`src/sv/buddy_block_allocator_core_macros.svh`:
```
// ---------------------------------------------------------------------------
// buddy block allocator assertion macros
// shared property forms for the allocator core checks
// ---------------------------------------------------------------------------
`ifndef BUDDY_BLOCK_ALLOCATOR_CORE_MACROS_SVH
`define BUDDY_BLOCK_ALLOCATOR_CORE_MACROS_SVH

// antecedent implies consequent in the same cycle
`define BBA_ASSERT_IMPL(lbl, clk, rst, ante, cons) \
  lbl: assert property (@(posedge clk) disable iff (rst) (ante) |-> (cons)) \
    else $error("allocator check failed");

// expression never true
`define BBA_ASSERT_NEVER(lbl, clk, rst, expr) \
  lbl: assert property (@(posedge clk) disable iff (rst) !(expr)) \
    else $error("allocator check failed");

`endif

```
`src/sv/bba_ram.sv`:
```
// ---------------------------------------------------------------------------
// bba ram
// generic simple dual port ram, one write port, one registered read port
// ---------------------------------------------------------------------------
module bba_ram #(
  parameter int WIDTH = 8,
  parameter int DEPTH = 16
) (
  input  logic                                       clk,
  input  logic                                       we,
  input  logic [((DEPTH > 1) ? $clog2(DEPTH) : 1)-1:0] waddr,
  input  logic [WIDTH-1:0]                           wdata,
  input  logic [((DEPTH > 1) ? $clog2(DEPTH) : 1)-1:0] raddr,
  output logic [WIDTH-1:0]                           rdata
);

  logic [WIDTH-1:0] mem [DEPTH];

  always_ff @(posedge clk) begin
    if (we) begin
      mem[waddr] <= wdata;
    end
    rdata <= mem[raddr];
  end

endmodule

```
`config.mk`:
```
export PLATFORM = sky130hd
export DESIGN_NAME = bba_ram
export DESIGN_NICKNAME = d
export VERILOG_FILES = /design/src/sv/buddy_block_allocator_core_macros.svh /design/src/sv/bba_ram.sv
export SDC_FILE = /design/constraint.sdc
export NUM_CORES = 1
export LEC_CHECK = 0
export ABC_AREA = 0
export ABC_CLOCK_PERIOD_IN_PS = 1900
export BUFFER_PORTS_ARGS = -buffer_cell sky130_fd_sc_hd__buf_2
export CAP_MARGIN = 0
export CORE_ASPECT_RATIO = 0.5
export CORE_MARGIN = 1.5
export CORE_UTILIZATION = 27
export CTS_CLUSTER_SIZE = 24
export DETAILED_ROUTE_END_ITERATION = 7
export SLEW_MARGIN = 20
export SYNTH_ARGS = -nofsm -noshare
export SYNTH_HDL_FRONTEND = slang
export SYNTH_SLANG_ARGS = --single-unit
```
`constraint.sdc`:
```
create_clock -name clk -period 1.9 [get_ports clk]
set_clock_uncertainty 0.2 [all_clocks]
set_input_delay 0.38 -clock clk [delete_from_list [all_inputs] [get_ports clk]]
set_output_delay 0.38 -clock clk [all_outputs]
set_load 0.05 [all_outputs]
```
# --- Yosys cells after proc, flatten, opt, wreduce, memory -nomap -nowiden ---
# Memory sizes are Yosys's and may differ from the RTL's. A register that Yosys moved wholly into a read port is not among the register bits.
# Index checks and enable logic that the tools add are counted.
totals:
  ram_bits: 128
  regBits: 0
  mem_count: 1
  wordCells: 3
mem_list:
  columns: ["name", "words", "width", "read_ports", "rd_ports_with_merged_regs", "wr", "line_no", "rtl"]
  rows:
  - ["mem", 16, 8, 1, 1, 1, "bba_ram.sv:17", "logic [WIDTH-1:0] mem [DEPTH];"]
op_classes:
  mux: 2
ops:
  columns: ["cell", "n"]
  rows:
  - ["$mux 1", 2]

# --- Logic depth before layout (Yosys ltp) ---
# Gate-level depths: netlist (run 1).
depth:
  ltp_word: 2
  depth_mapped: 5

# --- Worst setup path after synthesis (run 1) ---
# No wires, ideal clock.
synth_path:
  kind: "input -> register"
  start: "in waddr[2] in the netlist's numbering"
  end: "mem mem[0][0] (enable)"
  slack_ns: -0.173
  cell_stages: 2
  arrival_ns: 1.490
  n_path_buf: 0
  cell_sequence: "or3b_2 -> nor3_1"
synth_lines:
  columns: ["element", "line_no", "rtl"]
  rows:
  - ["start: declaration", "bba_ram.sv:11", "input logic [((DEPTH > 1) ? $clog2(DEPTH) : 1)-1:0] waddr,"]
  - ["end: declaration", "bba_ram.sv:17", null]
# Straight into the memory's write port.

==> reports/qor.csv, run 1 <==
stage,metric,value,unit
pwr,peakVddDrop,0.621,mV
die,die_w,198,microns
finish,finalNonFillerCells,560,
die,die-height,101,microns
placement,hpwl,6540,microns
placement,place_inst,528,
critical_path,worstSetupStartpointType,input pin,
critical_path,critical_path.slowest_cell,mux4_1,
global_route,use_met3,2.88,%
global_route,grt_first_pass_wirelength,15600,microns
outcome,outcome,completed,
critical_path,cp_cell_sequence,buf_2 > buf_12 > buf_12 > mux4_1 > a22oi_1 > nand2_1,
min_path,hold_path_class,in2reg,
critical_path,critPathKind,in2reg,
global_route,grt_max_degree,17,
clock_tree,cts_tree,done,
yosys,synth_mux_area_share,15.0,%
critical_path,cp_top_family,multiplexers,
clock_tree,clkLatencyLatePin,400,ps
critical_path,required,1980,ps
timing,finalSetupViolCount,0,
yosys,syn_inst,229,
critical_path,r2r_end,rdata[6]$_DFF_P_,
critical_path,critPathMostFrequentCell,buf_12,
die,rows,35,
placement,postPlaceCellArea,5770,sq um
finish,fill_cells,1699,
yosys,synth_warnings,0,
global_route,grt.met1_usage,14.2,%
clock_tree,cts_resized,0,
yosys,synth_area,5150,sq um
timing,fin_ws,185,ps
critical_path,reg2reg_from,mem[3][6]$_DFFE_PP_,
die,die_area,20000,sq um
clock_tree,htree_levels,4,
critical_path,crit_buf_inv,3,
drt,num_vias,2449,
yosys,synth_seq_cells,136,
yosys,avgSynthCellArea,22.5,sq um
die,num_io_pins,26,
timing,worst_slew_pin_slew,827,ps
min_path,worstHoldEndpoint,mem[15][2]$_DFFE_PP_,
clock_tree,path_clk_slew,60,ps
min_path,holdPathStages,1,
pwr,clkPwrFrac,46.7,%
global_route,antenna_found_initial,1,
min_path,min_from,wdata[2],
drt,ant_nets,0,
clock_tree,cts.sinks,136,
yosys,synth_top_family_by_area,multiplexers,
finish,drive_gt1_share,33.0,%
placement,place_ws,-246,ps
drt,drc,0,
timing,finalHoldViolations,0,
critical_path,max_stage_delay,540,ps
timing,relSlewSlack,44.7,%
global_route,overflow,0,
pwr,power_frac_comb,5.6,%
global_route,use_met2,17.9,%
die,core,18500,sq um
drt,wirelength,10100,microns
critical_path,crit_arrival,1800,ps
yosys,synth_cell_type_count,19,
drt,first_pass_iters,5,
critical_path,crit_fanout,16,
yosys,yosys.area_share.simple,3.18,%
yosys,synth_compound_area_share,2.33,%
clock_tree,cts_buffer_depth,2,
global_route,grt_pass1_vias,2548,
yosys,ys_seq_area_share,77.8,%
die,start_util,27.8,%
timing,min_period,1710,ps
pwr,p_leak,2.13,nW
yosys,yosys.area_share.xor_xnor,0,%
timing,slew_violations,0,
global_route,grt_usage,10.9,%
timing,grt_setup_unrepaired,no,
global_route,busiest_layer,met2,
pwr,p_total,0.00708,W
finish,fin_nets,306,
pwr,p_sw,0.00151,W
pwr,power_density,1110,nW/um^2
clock_tree,cts_setup_buffers,0,
drt,drtIter0Drc,195,
timing,fin_crit_sh,90.3,%
finish,syn2layout_area_growth,23.7,%
pwr,pwr-share-seq,47.6,%
clock_tree,holdBufCountCts,0,
yosys,synth_adder_area_share,0,%
pwr,intPower,0.00557,W
critical_path,r2r_slack,250,ps
finish,fin_area,6370,sq um
drt,vias_per_cell,4.37,
clock_tree,clockRootBuffer,clkbuf_16,
clock_tree,cts_inserted_buffers,17,
yosys,synth_nets,247,
pwr,sw_frac_of_total,21.3,%
placement,gp_congestion,0.721,
critical_path,rr_worst_depth,3,
drt,routedWlPerCell,17.9,microns
placement,numPortBuffers,25,
critical_path,setup.worst_path.end_class,flip-flop,
run,drv_cap,0,
timing,fmax,583,MHz
power groups by stage:
| stage | combinational (W) | sequential, W | clock (W) |
|---|---|---|---|
| 2_1_floorplan | 0.000171 | 0.00350 | 0 |
| 3_3_place_gp | 0.000398 | 0.00344 | 0 |
| 3_5_place_dp | 0.000405 | 0.00344 | 0 |
| 4_1_cts | 0.000406 | 0.00338 | 0.00337 |
| 5_1_grt | 0.000430 | 0.00338 | 0.00349 |
| 6_report | 0.000400 | 0.00337 | 0.00331 |
final cells by class:
class                   instances  area (sq um)  area share [%]
diodes                          1          2.50          0.0393
clock buffers                  17           425            6.68
clock inverters                14           175            2.75
multi-input cells              83          1060            16.7
flip-flops and latches        136          4000            62.9
well taps                     259           324            5.09
repair buffers                 50           375            5.89
cells by family (layout without fill, tap and decap cells):
group	count (synthesis)	count (layout)
and+or+nand+nor	35	35
AOI/OAI and AO/OA	16	16
DFF	136	136
buffers and inverters	10	81
other	0	1
muxes	32	32
sequential cells by signal, summed over array words and instances, names as in the netlist:
register  count
rdata         8
mem         128
cell usage after synthesis:
cell type	number	area share (%)
nor3_1	4	0.39
buf_6	3	0.66
buf_4	1	0.15
nor2b_1	1	0.12
mux4_2	18	7.9
nor2_1	13	0.95
edfxtp_1	128	75
buf_2	3	0.29
dfxtp_1	8	3.1
nand3_1	1	0.097
clkdlybuf4s25_2	3	0.58
or3b_2	1	0.17
a22oi_1	16	2.3
nand2b_1	2	0.24
nand3b_1	2	0.29
and2b_1	1	0.15
nand2_1	9	0.66
mux4_1	14	7.1
and2_1	1	0.12
through the flow:
step	hold WS (ps)	utilization [%]	TNS, ps
2_1_floorplan	279	-	0
3_3_place_gp	457	31.1	-925
3_5_place_dp	467	31.1	-1130
4_1_cts	145	34.4	0
5_1_grt	154	34.4	0
6_report	165	34.4	0
how the worst max path moves through the flow:
stage | startpoint | to | cells past startpoint
final | raddr[0] | rdata[3]$_DFF_P_ | 6
after CTS | raddr[0] | rdata[3]$_DFF_P_ | 6
after floorplan | waddr[2] | mem[3][0]$_DFFE_PP_ | 2
after global routing | raddr[0] | rdata[2]$_DFF_P_ | 6
after detailed placement | raddr[0] | rdata[2]$_DFF_P_ | 6
after global placement | raddr[0] | rdata[2]$_DFF_P_ | 6
routing by layer:
metal  vias to the layer above  wire length (microns)
li1                       1093                      -
met1                      1289                   4620
met2                        55                   4840
met3                        12                    453
met4                         0                    133
met5                         -                      0
cells in the final DEF, fill, tap and decap left out, types with 5 or more instances in the layout:
cell type    n
edfxtp_1   128
buf_2       25
buf_4       20
mux4_2      18
clkbuf_16   17
a22oi_1     16
mux4_1      14
nor2_1      13
nand2_1      9
dfxtp_1      8
buf_12       5
No activity file was read; power rests on OpenSTA's default activity.
==> run 2: changes to the inputs <==
Settings changed: ABC_CLOCK_PERIOD_IN_PS 1900 to 1380.
Clock period 1.9 ns to 1.38 ns, I/O delays scaled along.
==> run 2 against run 1 <==
  * The flow now finishes with violations (setup timing)
  * Clock power rose by 25%
  * Cell count rose by 0.89%
  * Critical path depth down 3
  * Power grew 33%
  * Combinational power is 64% higher
  * Core utilization increased by 1.5 points
  * Critical path type is now reg2reg
  * Highest routed layer unchanged
==> reports/qor.csv, run 2 (synthesis results as in run 1) <==
stage,metric,value,unit,change
min_path,holdPathStages,1,,unchanged
global_route,grt_usage,10.6,%,-0.34 points
finish,drive_gt1_share,46.1,%,+13 points
critical_path,crit_end,rdata[4]$_DFF_P_,,
clock_tree,cts_setup_buffers,0,,unchanged
drt,wl_met1,4030,microns,-13%
critical_path,cp_cell_sequence,mux4_2 > a22oi_2 > nand2_1,,
critical_path,critPathLaunch,mem[3][4]$_DFFE_PP_,,
die,die_area,20000,sq um,unchanged
critical_path,crit_buf_inv,0,,-3
critical_path,crit_arrival,1590,ps,-210 ps
drt,ant_nets,0,,unchanged
pwr,p_total,0.00945,W,+33%
die,num_io_pins,26,,unchanged
finish,syn2layout_area_growth,29.1,%,
critical_path,rr_worst_depth,3,,unchanged
die,die_w,198,microns,unchanged
finish,regMostFlops,mem,,
clock_tree,path_clk_slew,50,ps,about the same
placement,hpwl,6670,microns,+1.9%
global_route,grt_max_degree,17,,unchanged
drt,drc,0,,unchanged
critical_path,critPathKind,reg2reg,,
drt,wl_met3,331,microns,-27%
drt,vias_per_cell,4.21,,-3.7%
finish,reg.largest.list,"mem x128, rdata x8",,
finish,fin_area,6650,sq um,+4.3%
timing,relSlewSlack,48.7,%,+3.9 points
global_route,grt_first_pass_wirelength,15000,microns,-3.5%
global_route,antenna_found_initial,0,,-1
critical_path,r2r_slack,-120,ps,-370 ps
critical_path,critical_path.slowest_cell,mux4_2,,
die,die-height,101,microns,unchanged
timing,finalHoldViolations,0,,unchanged
clock_tree,cts.sinks,136,,unchanged
drt,drtIter0Drc,137,,-30%
outcome,outcome,"finished, violations left",,
timing,fin_crit_sh,109,%,
finish,fin_util,35.9,%,+1.5 points
placement,place_inst,534,,+1.1%
critical_path,r2r_end,rdata[4]$_DFF_P_,,
critical_path,reg2reg_from,mem[3][4]$_DFFE_PP_,,
clock_tree,clkLatencyLatePin,410,ps,about the same
finish,final_cell_mix,"edfxtp_1 (128), mux4_2 (32), buf_12 (18), clkbuf_16 (17), buf_2 (17)",,
die,start_util,27.8,%,unchanged
clock_tree,cts_inserted_buffers,17,,unchanged
clock_tree,cts_tree,done,,
drt,num_vias,2380,,-2.8%
finish,largest_register_ffs,128,,unchanged
timing,fin_ws,-120,ps,-305 ps
timing,finalSetupViolCount,9,,+9
global_route,overflow,0,,unchanged
pwr,p_leak,2.15,nW,+0.93%
pwr,power_density,1420,nW/um^2,+28%
timing,slew_violations,0,,unchanged
clock_tree,htree_levels,4,,unchanged
placement,gp_congestion,0.690,,-4.3%
drt,routedWlPerCell,17.1,microns,-4.6%
finish,fin_nets,312,,+2.0%
critical_path,setup.worst_path.end_class,flip-flop,,
critical_path,crit_fanout,1,,-15
critical_path,worstSetupStartpointType,flip-flop,,
global_route,grt_pass1_vias,2590,,+1.6%
clock_tree,cts_buffer_depth,2,,unchanged
finish,fill_cells,1662,,-2.2%
critical_path,cp_top_family,multiplexers,,
placement,numPortBuffers,25,,unchanged
pwr,peakVddDrop,0.798,mV,+28%
die,core,18500,sq um,unchanged
drt,wirelength,9680,microns,-3.7%
drt,first_pass_iters,4,,-1
drt,wl_met2,5170,microns,+6.9%
timing,holdWs,58.8,ps,-107 ps
critical_path,max_stage_delay,480,ps,-60 ps
critical_path,required,1470,ps,-510 ps
timing,fmax,667,MHz,
clock_tree,clockRootBuffer,clkbuf_16,,
finish,final_common_cell,edfxtp_1,,
timing,min_period,1500,ps,
critical_path,cp_num_cells,3,,-3
timing,grt_setup_unrepaired,yes,,
outcome,violations,setup timing,,
placement,postPlaceCellArea,6000,sq um,+4.1%
finish,finalNonFillerCells,565,,+0.89%
run,drv_cap,0,,unchanged
finish,num_antenna_cells,0,,-1
timing,worst_slew_pin_slew,769,ps,-58.9 ps
drt,top_layer,met4,,
min_path,min_from,wdata[4],,
min_path,hold_path_class,in2reg,,
die,rows,35,,unchanged
-- run 2: cell types whose count changed in the layout (fill, tap and decap cells not counted), moves of 7 or more --
cell / delta
dfxtp_1: -7
nor2_1: -11
dfxtp_2: +7
buf_2: -8
buf_4: -7
mux4_1: -14
buf_12: +13
mux4_2: +14
nor2_2: +8
-- run 2: worst reg2reg max path: cells and delay by family (launching register included) --
| family | cells | cell delay (ps) |
|---|---|---|
| DFF | 1 | 360 |
| muxes | 1 | 480 |
| AOI/OAI and AO/OA | 1 | 260 |
| and+or+nand+nor | 1 | 80 |
-- run 2: repair_timing --
item                       4_1_cts  5_1_grt
gates resized for setup         30        4
setup endpoints to repair       16       15
pin swaps                        2        1
hold buffers                     0        0
-- run 2: worst min-delay path by stage --
stage	end	slack (ps)
floorplan	mem[0][0]$_DFFE_PP_	170
global placement	rdata[7]$_DFF_P_	450
detailed placement	rdata[5]$_DFF_P_	470
CTS	mem[5][4]$_DFFE_PP_	50
global route	mem[13][4]$_DFFE_PP_	70
finish	mem[2][4]$_DFFE_PP_	60
-- run 2: through the flow --
stage / setup TNS, ps / setup slack (ps)
after floorplan: -9500 / -199
final: -651 / -120
after detailed placement: -32080 / -517
after CTS: -737 / -119
after global routing: -1210 / -163
after global placement: -29550 / -483
-- run 2: routing by layer --
metal	GRT usage (%)	vias up
li1	-	1087
met1	12.5	1244
met2	18.7	36
met3	2.61	13
met4	4.58	0
met5	0	-
-- run 2: area by class of cell --
| class | instances | area, sq um | share of cell area (%) |
|---|---|---|---|
| clock inverter | 12 | 110 | 1.66 |
| sequential | 136 | 4010 | 60.4 |
| tap | 259 | 324 | 4.88 |
| clock buffer | 19 | 433 | 6.51 |
| timing repair buffer | 56 | 652 | 9.81 |
| multi-input combinational | 83 | 1110 | 16.8 |
-- run 2: power by group --
part	internal [W]	switching (W)
Clock	0.00260	0.00153
Combinational	0.000291	0.000364
Sequential	0.00463	0.0000350
